$ cat config.mk
export PLATFORM = sky130hd
export DESIGN_NAME = murmur2_hash_stream
export DESIGN_NICKNAME = d
export VERILOG_FILES = /design/src/rtl/core/mm2h_pkg.sv /design/src/rtl/core/mm2h_dp.sv /design/src/rtl/core/mm2h_ctrl.sv /design/src/rtl/core/murmur2_hash_stream.sv
export SDC_FILE = /design/constraint.sdc
export NUM_CORES = 1
export LEC_CHECK = 0
export BUFFER_PORTS_ARGS = -buffer_cell sky130_fd_sc_hd__buf_2
export CAP_MARGIN = 20
export CELL_PAD_IN_SITES_DETAIL_PLACEMENT = 0
export CELL_PAD_IN_SITES_GLOBAL_PLACEMENT = 1
export CORE_MARGIN = 2
export CORE_UTILIZATION = 52
export DETAILED_ROUTE_END_ITERATION = 10
export GPL_TIMING_DRIVEN = 0
export PLACE_DENSITY = 0.95
export REMOVE_ABC_BUFFERS = 1
export SYNTH_ARGS = -nofsm -noshare
export SYNTH_HDL_FRONTEND = slang
export SYNTH_SLANG_ARGS = --single-unit
$ cat constraint.sdc
create_clock -name i_clk -period 16.9 [get_ports i_clk]
set_input_delay 0.845 -clock i_clk [delete_from_list [all_inputs] [get_ports i_clk]]
set_output_delay 0.845 -clock i_clk [all_outputs]
set_load 0.01 [all_outputs]
$ cat src/rtl/core/mm2h_pkg.sv
`timescale 1ns / 1ps
// Shared constants, datapath operation codes and command/status structs for
// the MurmurHash2 stream hasher. No dependencies.
package mm2h_pkg;

    localparam logic [31:0] MIX_MUL     = 32'h5bd1e995;
    localparam int          MIX_SHIFT   = 24;
    localparam int          FIN_SHIFT_A = 13;
    localparam int          FIN_SHIFT_B = 15;
    localparam logic [31:0] SEED_RESET  = 32'd31;
    localparam logic [2:0]  FULL_BYTES  = 3'd4;

    typedef enum logic [2:0] {
        OP_NONE,
        OP_LOAD,
        OP_K1,
        OP_K2,
        OP_HF,
        OP_TAIL,
        OP_FIN1,
        OP_FIN2
    } t_op;

    typedef struct packed {
        t_op  op;
        logic use_seed;
    } t_cmd;

    typedef struct packed {
        logic out_free;
    } t_status;

endpackage

$ cat src/rtl/core/mm2h_dp.sv
`timescale 1ns / 1ps
// Datapath of the MurmurHash2 stream hasher: seed, running hash, word and
// result registers around one shared 32x32 multiplier. Uses mm2h_pkg.
module mm2h_dp (
    input  logic             i_clk,
    input  logic             i_rst_n,
    input  mm2h_pkg::t_cmd   i_cmd,
    output mm2h_pkg::t_status o_status,
    input  logic             i_cfg_we,
    input  logic [31:0]      i_cfg_wdata,
    input  logic [31:0]      i_key_word,
    input  logic [2:0]       i_byte_count,
    input  logic [30:0]      i_key_length,
    output logic             o_out_valid,
    input  logic             i_out_stall,
    output logic [31:0]      o_hash_value
);

    logic [31:0] r_seed;
    logic [31:0] r_h;
    logic [31:0] r_k;
    logic [1:0]  r_cnt;
    logic [31:0] r_out;
    logic        r_ov;

    logic [31:0] tail_mask;
    logic [31:0] mul_in;
    logic [63:0] mul_full;
    logic [31:0] mul_lo;
    logic [31:0] h_start;

    always_comb begin
        case (r_cnt)
            2'd1:    tail_mask = 32'h0000_00ff;
            2'd2:    tail_mask = 32'h0000_ffff;
            2'd3:    tail_mask = 32'h00ff_ffff;
            default: tail_mask = 32'h0000_0000;
        endcase
    end

    always_comb begin
        unique case (i_cmd.op)
            mm2h_pkg::OP_K1,
            mm2h_pkg::OP_K2:   mul_in = r_k;
            mm2h_pkg::OP_TAIL: mul_in = r_h ^ (r_k & tail_mask);
            mm2h_pkg::OP_FIN1: mul_in = r_h ^ (r_h >> mm2h_pkg::FIN_SHIFT_A);
            default:           mul_in = r_h;
        endcase
    end

    assign mul_full = 64'(mul_in) * 64'(mm2h_pkg::MIX_MUL);
    assign mul_lo   = mul_full[31:0];
    assign h_start  = r_seed ^ {1'b0, i_key_length};

    assign o_status.out_free = !r_ov || !i_out_stall;
    assign o_out_valid       = r_ov;
    assign o_hash_value      = r_out;

    always_ff @(posedge i_clk) begin
        if (!i_rst_n) begin
            r_seed <= mm2h_pkg::SEED_RESET;
            r_h    <= '0;
            r_ov   <= 1'b0;
        end else begin
            if (i_cfg_we) begin
                r_seed <= i_cfg_wdata;
            end
            if (i_cmd.op == mm2h_pkg::OP_FIN2) begin
                r_ov <= 1'b1;
            end else if (r_ov && !i_out_stall) begin
                r_ov <= 1'b0;
            end
            unique case (i_cmd.op)
                mm2h_pkg::OP_LOAD: begin
                    if (i_cmd.use_seed) begin
                        r_h <= h_start;
                    end
                end
                mm2h_pkg::OP_HF:   r_h <= mul_lo ^ r_k;
                mm2h_pkg::OP_TAIL,
                mm2h_pkg::OP_FIN1: r_h <= mul_lo;
                default: begin
                end
            endcase
        end
    end

    // payload registers
    always_ff @(posedge i_clk) begin
        unique case (i_cmd.op)
            mm2h_pkg::OP_LOAD: begin
                r_k   <= i_key_word;
                r_cnt <= i_byte_count[1:0];
            end
            mm2h_pkg::OP_K1:   r_k <= mul_lo ^ (mul_lo >> mm2h_pkg::MIX_SHIFT);
            mm2h_pkg::OP_K2:   r_k <= mul_lo;
            mm2h_pkg::OP_FIN2: r_out <= r_h ^ (r_h >> mm2h_pkg::FIN_SHIFT_B);
            default: begin
            end
        endcase
    end

    a_fin2_sets_valid: assert property (@(posedge i_clk) disable iff (!i_rst_n)
        i_cmd.op == mm2h_pkg::OP_FIN2 |=> r_ov)
        else $error("result not flagged after final step");

    a_valid_from_fin2: assert property (@(posedge i_clk) disable iff (!i_rst_n)
        $rose(r_ov) |-> $past(i_cmd.op == mm2h_pkg::OP_FIN2))
        else $error("result appeared without final step");

    a_seed_load: assert property (@(posedge i_clk) disable iff (!i_rst_n)
        (i_cmd.op == mm2h_pkg::OP_LOAD && i_cmd.use_seed) |=> r_h == $past(h_start))
        else $error("hash not started from seed and length");

endmodule

$ cat src/rtl/core/mm2h_ctrl.sv
`timescale 1ns / 1ps
// Controller of the MurmurHash2 stream hasher: sequences the mix and
// finalize steps of the datapath per request. Uses mm2h_pkg.
module mm2h_ctrl (
    input  logic              i_clk,
    input  logic              i_rst_n,
    input  logic              i_in_valid,
    output logic              o_in_stall,
    input  logic [2:0]        i_byte_count,
    input  logic              i_last_word,
    output mm2h_pkg::t_cmd    o_cmd,
    input  mm2h_pkg::t_status i_status
);

    typedef enum logic [2:0] {
        S_IDLE,
        S_K1,
        S_K2,
        S_HF,
        S_TAIL,
        S_FIN1,
        S_FIN2
    } t_state;

    t_state r_state;
    t_state n_state;
    logic   r_inside;
    logic   r_last;
    logic   accept;

    assign o_in_stall = r_state != S_IDLE;
    assign accept     = i_in_valid && r_state == S_IDLE;

    always_comb begin
        o_cmd.use_seed = !r_inside;
        unique case (r_state)
            S_IDLE:  o_cmd.op = accept ? mm2h_pkg::OP_LOAD : mm2h_pkg::OP_NONE;
            S_K1:    o_cmd.op = mm2h_pkg::OP_K1;
            S_K2:    o_cmd.op = mm2h_pkg::OP_K2;
            S_HF:    o_cmd.op = mm2h_pkg::OP_HF;
            S_TAIL:  o_cmd.op = mm2h_pkg::OP_TAIL;
            S_FIN1:  o_cmd.op = mm2h_pkg::OP_FIN1;
            S_FIN2:  o_cmd.op = i_status.out_free ? mm2h_pkg::OP_FIN2 : mm2h_pkg::OP_NONE;
            default: o_cmd.op = mm2h_pkg::OP_NONE;
        endcase
    end

    always_comb begin
        n_state = r_state;
        unique case (r_state)
            S_IDLE: begin
                if (accept) begin
                    if (i_byte_count >= mm2h_pkg::FULL_BYTES) begin
                        n_state = S_K1;
                    end else if (i_byte_count != 3'd0) begin
                        n_state = S_TAIL;
                    end else if (i_last_word) begin
                        n_state = S_FIN1;
                    end
                end
            end
            S_K1:   n_state = S_K2;
            S_K2:   n_state = S_HF;
            S_HF,
            S_TAIL: n_state = r_last ? S_FIN1 : S_IDLE;
            S_FIN1: n_state = S_FIN2;
            S_FIN2: begin
                if (i_status.out_free) begin
                    n_state = S_IDLE;
                end
            end
            default: n_state = S_IDLE;
        endcase
    end

    always_ff @(posedge i_clk) begin
        if (!i_rst_n) begin
            r_state  <= S_IDLE;
            r_inside <= 1'b0;
            r_last   <= 1'b0;
        end else begin
            r_state <= n_state;
            if (accept) begin
                r_inside <= !i_last_word;
                r_last   <= i_last_word;
            end
        end
    end

    a_full_starts_k1: assert property (@(posedge i_clk) disable iff (!i_rst_n)
        (accept && i_byte_count >= mm2h_pkg::FULL_BYTES) |=> r_state == S_K1)
        else $error("full word did not start mixing");

    a_fin2_waits: assert property (@(posedge i_clk) disable iff (!i_rst_n)
        (r_state == S_FIN2 && !i_status.out_free) |=> r_state == S_FIN2)
        else $error("result dropped while output busy");

    a_after_hf: assert property (@(posedge i_clk) disable iff (!i_rst_n)
        r_state == S_HF |=> (r_state == S_FIN1 || r_state == S_IDLE))
        else $error("bad step after hash combine");

    a_last_closes_key: assert property (@(posedge i_clk) disable iff (!i_rst_n)
        (accept && i_last_word) |=> !r_inside)
        else $error("key left open after last request");

endmodule

$ cat src/rtl/core/murmur2_hash_stream.sv
`timescale 1ns / 1ps
// Top level of the MurmurHash2 (32-bit) stream hasher.
// Depends on mm2h_pkg, mm2h_ctrl and mm2h_dp.
//
// Usage: a key arrives as a series of input requests (i_in_valid / o_in_stall)
// carrying a little-endian word, its byte count, a last flag and, on the first
// request of a key, the total key length. The request with i_last_word set
// produces one output request (o_out_valid / i_out_stall) with the hash.
// The user must write the seed (i_cfg_we / i_cfg_wdata) only while the block
// is idle; the block itself does not enforce this.
// Rate: one request at a time through a shared 32x32 multiplier. A request
// with zero bytes only loads, a 1 to 3 byte tail adds a tail step, and a full
// word runs two key multiplies and one hash multiply; a last request adds the
// finalization steps FIN1 and FIN2. The hash leaves the output register in the
// cycle after the final step.
//
// Reset (synchronous, active low) sets the seed to 31, clears the running
// hash and output valid, and waits for the first word of a key. While the
// receiver stalls, the finished hash holds in the output register; the next
// key's words are still taken, and only a second result waits for the slot.
module murmur2_hash_stream (
    input  logic        i_clk,
    input  logic        i_rst_n,
    input  logic        i_cfg_we,
    input  logic [31:0] i_cfg_wdata,
    input  logic        i_in_valid,
    output logic        o_in_stall,
    input  logic [31:0] i_key_word,
    input  logic [2:0]  i_byte_count,
    input  logic        i_last_word,
    input  logic [30:0] i_key_length,
    output logic        o_out_valid,
    input  logic        i_out_stall,
    output logic [31:0] o_hash_value
);

    mm2h_pkg::t_cmd    cmd;
    mm2h_pkg::t_status status;

    mm2h_ctrl u_ctrl (
        .i_clk        (i_clk),
        .i_rst_n      (i_rst_n),
        .i_in_valid   (i_in_valid),
        .o_in_stall   (o_in_stall),
        .i_byte_count (i_byte_count),
        .i_last_word  (i_last_word),
        .o_cmd        (cmd),
        .i_status     (status)
    );

    mm2h_dp u_dp (
        .i_clk        (i_clk),
        .i_rst_n      (i_rst_n),
        .i_cmd        (cmd),
        .o_status     (status),
        .i_cfg_we     (i_cfg_we),
        .i_cfg_wdata  (i_cfg_wdata),
        .i_key_word   (i_key_word),
        .i_byte_count (i_byte_count),
        .i_key_length (i_key_length),
        .o_out_valid  (o_out_valid),
        .i_out_stall  (i_out_stall),
        .o_hash_value (o_hash_value)
    );

endmodule
==> results of run 1 <==
[synth_stat cells, types with 4 or more instances]
| library cell | instances | area [um^2] |
|---|---|---|
| xnor2_1 | 50 | 438 |
| a22oi_1 | 18 | 135 |
| o211a_1 | 11 | 110 |
| a22o_1 | 8 | 70.1 |
| ha_1 | 215 | 2690 |
| xor2_1 | 78 | 683 |
| a221oi_1 | 9 | 78.8 |
| nand2b_1 | 12 | 75.1 |
| a221o_1 | 4 | 40.0 |
| nor3b_1 | 4 | 30.0 |
| a31oi_1 | 16 | 100 |
| nor2b_1 | 33 | 206 |
| nand3_1 | 19 | 95.1 |
| a21o_1 | 9 | 67.6 |
| buf_1 | 7 | 26.3 |
| inv_1 | 357 | 1340 |
| clkbuf_1 | 51 | 191 |
| o21a_1 | 10 | 75.1 |
| o22ai_1 | 9 | 56.3 |
| nor2_1 | 53 | 199 |
| nand2_1 | 140 | 526 |
| a21oi_1 | 83 | 415 |
| edfxtp_1 | 66 | 1980 |
| mux2i_1 | 39 | 390 |
| dfxtp_1 | 70 | 1400 |
| and3_1 | 15 | 93.8 |
| o21ai_0 | 127 | 636 |
| nand3b_1 | 6 | 45.0 |
| o211ai_1 | 16 | 120 |
| fa_1 | 179 | 3580 |
| o21bai_1 | 8 | 60.1 |
| a211oi_1 | 8 | 60.1 |
| nor3_1 | 8 | 40.0 |
| buf_2 | 6 | 30.0 |
[through the flow]
step                area [um^2]  setup WS [ns]  util [%]  cells
floorplan                 16300           8.09         -   1729
global placement          17500           5.58      55.5   2268
detailed placement        17800           5.65      56.5   2289
CTS                       18400           5.61      58.4   2321
global route              18400           4.90      58.4   2321
finish                    18400           5.36      58.4   2321
[final timing paths]
check	startpoint	endpoint	slack [ns]	depth (start not counted)
worst max-delay path	u_ctrl.r_state[2]	u_dp.r_k[4]	5.36	28
worst min register to register	u_dp.r_seed[0]	u_dp.r_seed[0]	0.50	2
worst max register to register	u_ctrl.r_state[2]	u_dp.r_k[4]	5.36	28
worst min-delay path	u_dp.r_seed[0]	u_dp.r_seed[0]	0.50	2
[worst max-delay path: cells and delay by family, from the launching register on]
family          cells  cell delay, ns
simple gates        7            2.81
buf+inv             5            0.77
fa+ha+maj           9            4.19
mux                 1            0.31
xor+xnor            1            0.71
compound gates      5            1.58
flops               1            0.89
[kinds of logic after synthesis]
| group | Yosys count |
|---|---|
| buf+inv | 425 |
| simple gates | 306 |
| mux | 40 |
| flops | 136 |
| fa+ha+maj | 394 |
| xor+xnor | 129 |
| compound gates | 366 |
[area by class of cell]
class                   count  area share [%]
multi-input cells        1235            63.1
clock inverters            15           0.824
clock buffers              17            2.32
repair buffers            158            5.33
well taps                 402            2.74
inverters                 358            7.32
flip-flops and latches    136            18.4
[layer usage]
metal,vias up,global-route usage (%)
met5,-,0
met4,0,10.6
met3,111,5.95
met2,705,47.4
met1,6496,38.3
li1,6146,-
[sequential cells by signal (all words and copies together) (netlist names)]
name               flops
u_dp.o_hash_value     32
u_ctrl.r_inside        1
u_dp.r_seed           32
u_dp.r_cnt             2
u_dp.r_k              32
u_ctrl.r_state         3
u_dp.r_h              32
u_dp.o_out_valid       1
u_ctrl.r_last          1
==> metrics.md, run 1 <==
| Metric | Value |
|---|---|
| Status | completed |
| # diodes | 0 |
| Crit path required time | 17.07 ns |
| Vias per cell | 5.80 |
| Initial Util | 52.6% |
| Storage cell area | 3380 um^2 |
| TritonCTS clock tree | built |
| Post-route ant nets | 0 |
| Gpl congestion | 0.938 |
| Hold Slack | 0.499 ns |
| Final Max Slew Viols | 0 |
| Mean Syn Cell Area | 9.21 um^2 |
| Most common cell after layout, fill and taps aside | inv_1 |
| Ys flop type | dfxtp_1 |
| Met3 routed WL | 4.70 mm |
| Avg WL per Cell | 20.3 um |
| Total iterations of the first detailed-routing run | 6 |
| Post-DP HPWL | 37.0 mm |
| Post-synthesis sequential area ratio | 20.4% |
| TNS Setup | 0 ns |
| Synth Area in XOR/XNOR | 6.87% |
| Synthesized area | 16500 um^2 |
| Share of layout cells above drive strength 1 | 10.8% |
| Distinct cells, synth | 70 |
| DR WL met2 | 21.8 mm |
| Via count | 13458 |
| Max cap viols | 0 |
| Most frequent cells in the layout | inv_1 (357), ha_1 (215), fa_1 (179) |
| Peak Freq | 0.0867 GHz |
| Final min period | 11.54 ns |
| Site Rows | 65 |
| DR top layer | met4 |
| # nets final | 2404 |
| Hold Vio Cnt, Final | 0 |
| Area of the core | 31500 um^2 |
| Crit path max-delay cell type | dfxtp_1 |
| Port Buf Inserts | 137 |
| Ys async rst share | 0% |
| Critical path type | reg2reg |
| Post-synth EDFFs | 66 |
| Clock Skew | 0.0159 ns |
| Post-CTS setup buffer count | 0 |
| CTS sink count | 136 |
| Synth Area in Simple Gates | 8.65% |
| Hold_buf cts | 0 |
| Slew at the pin with the worst max-slew slack | 1.17 ns |
| Starting DRT DRC Count | 1526 |
| Layout fillers | 2682 |
| Worst rel slew slack | 22.0% |
| Grt ovf | 0 |
| RSZ-0062 raised after global routing | false |
| Multi-input logic area | 11600 um^2 |
| Antenna violations before repair | 1 |
| Crit path largest cell delay | 0.89 ns |
| Critical Path Fanout Max | 23 |
| Bufs on Longest Clock Path | 2 |
| Pin count of the biggest net entering global routing | 45 |
| Arrival @ worst endpoint | 11.70 ns |
| GRT Util Overall | 29.0% |
| Synth Area in Adders | 37.9% |
| First-pass GRT wire length | 74.1 mm |
| Post-synthesis mux area share | 2.43% |
| Htree depth | 4 |
| Synth Area in Compound Gates | 13.9% |
| Final Cycle Share | 68.3% |
| Critical Path End Type | flop |
| Yosys Warn Count | 0 |
| Final Routed Wirelength | 47.1 mm |
| Largest family of logic cells by synthesized area | adder cells |
| Clock latency on the worst-skew pair | 0.44 ns |
| Clk slew on worst S/H paths | 0.06 ns |
| Post-CTS resize count | 0 |
| Count of state elements after synthesis | 136 |
| Layout area overhead | 11.0% |
| DRC Markers | 0 |
| Number of global-route vias before repair | 13589 |
| Die area | 33300 um^2 |
| Mapped Cells | 1796 |
| CTS Buf Count | 17 |
| Most used cell, CP | fa_1 |
| Io pins | 138 |
| Clock root buffer | clkbuf_16 |
| Die width | 182 um |
| Endpoints failing setup | 0 |
| HP Class | reg2reg |
| Worst setup SP type | flop |
| Wl on met1 | 18.8 mm |
| Die H | 182 um |
Power of run 1 is not shown: default switching activity piles up to over one toggle a cycle in this logic, so the estimate is an artifact.
==> inputs of run 2 (changes only) <==
- CORE_UTILIZATION: 52 -> 48
- PLACE_DENSITY: 0.95 -> 0.94
- clock period: 16.9 -> 11.8 ns (I/O delays scaled with it)
==> run 2 against run 1 <==
  * Clock skew fell by 0.0032 ns
  * Wire length rose by 2.4%
  * Via count rose by 0.65%
  * Worst setup slack got worse by 4.8 ns
  * Maximum frequency rose by 2.6%
  * Cell count rose by 1.9%
  * Register-to-register slack got worse by 4.8 ns
  * Critical path depth rose by 2
  * Worst hold slack got worse by 0.14 ns
  * Sequential share of layout area barely moved
==> metrics.md, run 2 (same netlist as run 1, synthesis figures left out) <==
| Metric | Value |
|---|---|
| Clock Skew | 0.0127 ns (-0.00320 ns) |
| Gpl congestion | 0.915 (-2.4%) |
| Peak Freq | 0.0889 GHz (+2.6%) |
| Critical Path End Type | flop |
| Port Buf Inserts | 137 (unchanged) |
| HP Class | in2reg |
| Post-CTS setup buffer count | 0 (unchanged) |
| Endpoints failing setup | 0 (unchanged) |
| Clock root buffer | clkbuf_16 |
| TNS Setup | 0 ns (unchanged) |
| Die area | 36000 um^2 (+8.1%) |
| RSZ-0062 raised after global routing | false |
| DRC Markers | 0 (unchanged) |
| Final Max Slew Viols | 0 (unchanged) |
| Share of layout cells above drive strength 1 | 10.8% (-0.035 points) |
| Worst setup margin | 0.551 ns (-4.81 ns) |
| First-pass GRT wire length | 76.0 mm (+2.5%) |
| Starting DRT DRC Count | 1485 (-2.7%) |
| Via count | 13546 (+0.65%) |
| Most frequent cells in the layout | inv_1 (357), ha_1 (215), fa_1 (179) |
| Status | completed |
| Final Cycle Share | 95.3% (+27 points) |
| CTS Buf Count | 17 (unchanged) |
| Crit path required time | 11.98 ns (-5.09 ns) |
| Pre-CTS setup slack | 0.679 ns (-4.98 ns) |
| Bufs on Longest Clock Path | 2 (unchanged) |
| Grt ovf | 0 (unchanged) |
| Die width | 190 um (+4.0%) |
| Post-route core utilization | 54.6% (-3.7 points) |
| Htree depth | 4 (unchanged) |
| # nets final | 2401 (-0.12%) |
| Layout fillers | 3001 (+12%) |
| Max cap viols | 0 (unchanged) |
| Pin count of the biggest net entering global routing | 47 (+4.4%) |
| Clock latency on the worst-skew pair | 0.43 ns (about the same) |
| GRT Util Overall | 27.5% (-1.5 points) |
| Io pins | 138 (unchanged) |
| Arrival @ worst endpoint | 11.43 ns (-0.27 ns) |
| Critical Path Fanout Max | 23 (unchanged) |
| Final Routed Wirelength | 48.2 mm (+2.4%) |
| Antenna violations before repair | 0 (-1) |
| Worst setup SP type | flop |
| Flop2flop setup slack | 0.55 ns (-4.81 ns) |
| Most common cell after layout, fill and taps aside | inv_1 |
| Hold Vio Cnt, Final | 0 (unchanged) |
| Crit path largest cell delay | 0.89 ns (about the same) |
| TritonCTS clock tree | built |
| Crit path max-delay cell type | dfxtp_1 |
| Avg WL per Cell | 20.4 um (+0.50%) |
| Initial Util | 49.1% (-3.5 points) |
| Vias per cell | 5.73 (-1.2%) |
| Area of the core | 33700 um^2 (+7.1%) |
| Post-route ant nets | 0 (unchanged) |
| Post-DP HPWL | 37.5 mm (+1.4%) |
| Critical path type | reg2reg |
| Slew at the pin with the worst max-slew slack | 1.17 ns (-0.00214 ns) |
| Site Rows | 67 (+3.1%) |
| Die H | 190 um (+4.0%) |
| Clk slew on worst S/H paths | 0.07 ns (about the same) |
| CTS sink count | 136 (unchanged) |
| Layout area overhead | 11.2% |
| Most used cell, CP | fa_1 |
| Total iterations of the first detailed-routing run | 9 (+3) |
| Worst rel slew slack | 22.3% (+0.25 points) |
| Final min period | 11.25 ns (-0.287 ns) |
| Number of global-route vias before repair | 13989 (+2.9%) |
| # diodes | 0 (unchanged) |
-- run 2: cell count changes in the layout (fill, tap and decap cells not counted), moves of 2 or more --
| cell | delta |
|---|---|
| bufinv_16 | -2 |
| inv_6 | +3 |
| clkinvlp_4 | +3 |
| clkinv_4 | -2 |
| buf_4 | -3 |
| clkinv_2 | -4 |
-- run 2: area by class of cell --
class	instances	area [um^2]	share of cell area, %
multi-input combinational	1235	11600	63.0
sequential	136	3380	18.4
inverter	358	1340	7.30
timing repair buffer	155	965	5.24
tap	448	561	3.05
clock buffer	19	454	2.47
clock inverter	13	110	0.598
-- run 2: through the flow --
| stage | instance area [um^2] | hold slack [ns] | std cells |
|---|---|---|---|
| global placement | 17500 | 0.475 | 2314 |
| floorplan | 16300 | 0.460 | 1729 |
| CTS | 18400 | 0.351 | 2363 |
| detailed placement | 17800 | 0.482 | 2331 |
| global route | 18400 | 0.359 | 2364 |
| finish | 18400 | 0.358 | 2364 |
-- run 2: critical path, delay by kind of cell, from the launching register on --
| kind | cells | cell delay (ns) |
|---|---|---|
| compound gates | 8 | 1.98 |
| xor+xnor | 1 | 0.64 |
| fa+ha+maj | 9 | 3.89 |
| mux | 1 | 0.30 |
| buf+inv | 5 | 0.66 |
| simple gates | 6 | 2.59 |
| flops | 1 | 0.89 |
-- run 2: path summary, 6_finish.rpt --
kind | start | cells after the start | end
max | u_ctrl.r_state[2] | 30 | u_dp.r_k[4]
min | i_last_word | 2 | u_ctrl.r_inside
max reg2reg | u_ctrl.r_state[2] | 30 | u_dp.r_k[4]
min reg2reg | u_dp.r_seed[1] | 2 | u_dp.r_seed[1]
-- run 2: metal layers --
metal  vias to the layer above  part of all wire (%)  track usage (%)
met2                       707                    46             45.0
met3                       125                   9.2             4.15
met5                         -                     0                0
met4                         0                   4.0             10.9
li1                       6132                     -                -
met1                      6582                    41             36.8
-- run 2: repair_timing --
| item | 4_1_cts | 5_1_grt |
|---|---|---|
| resized for setup | 0 | 1 |
| hold buffers | 0 | 0 |
| endpoints found under the setup margin | 0 | 2 |
Power of run 2 is left out for the same reason.
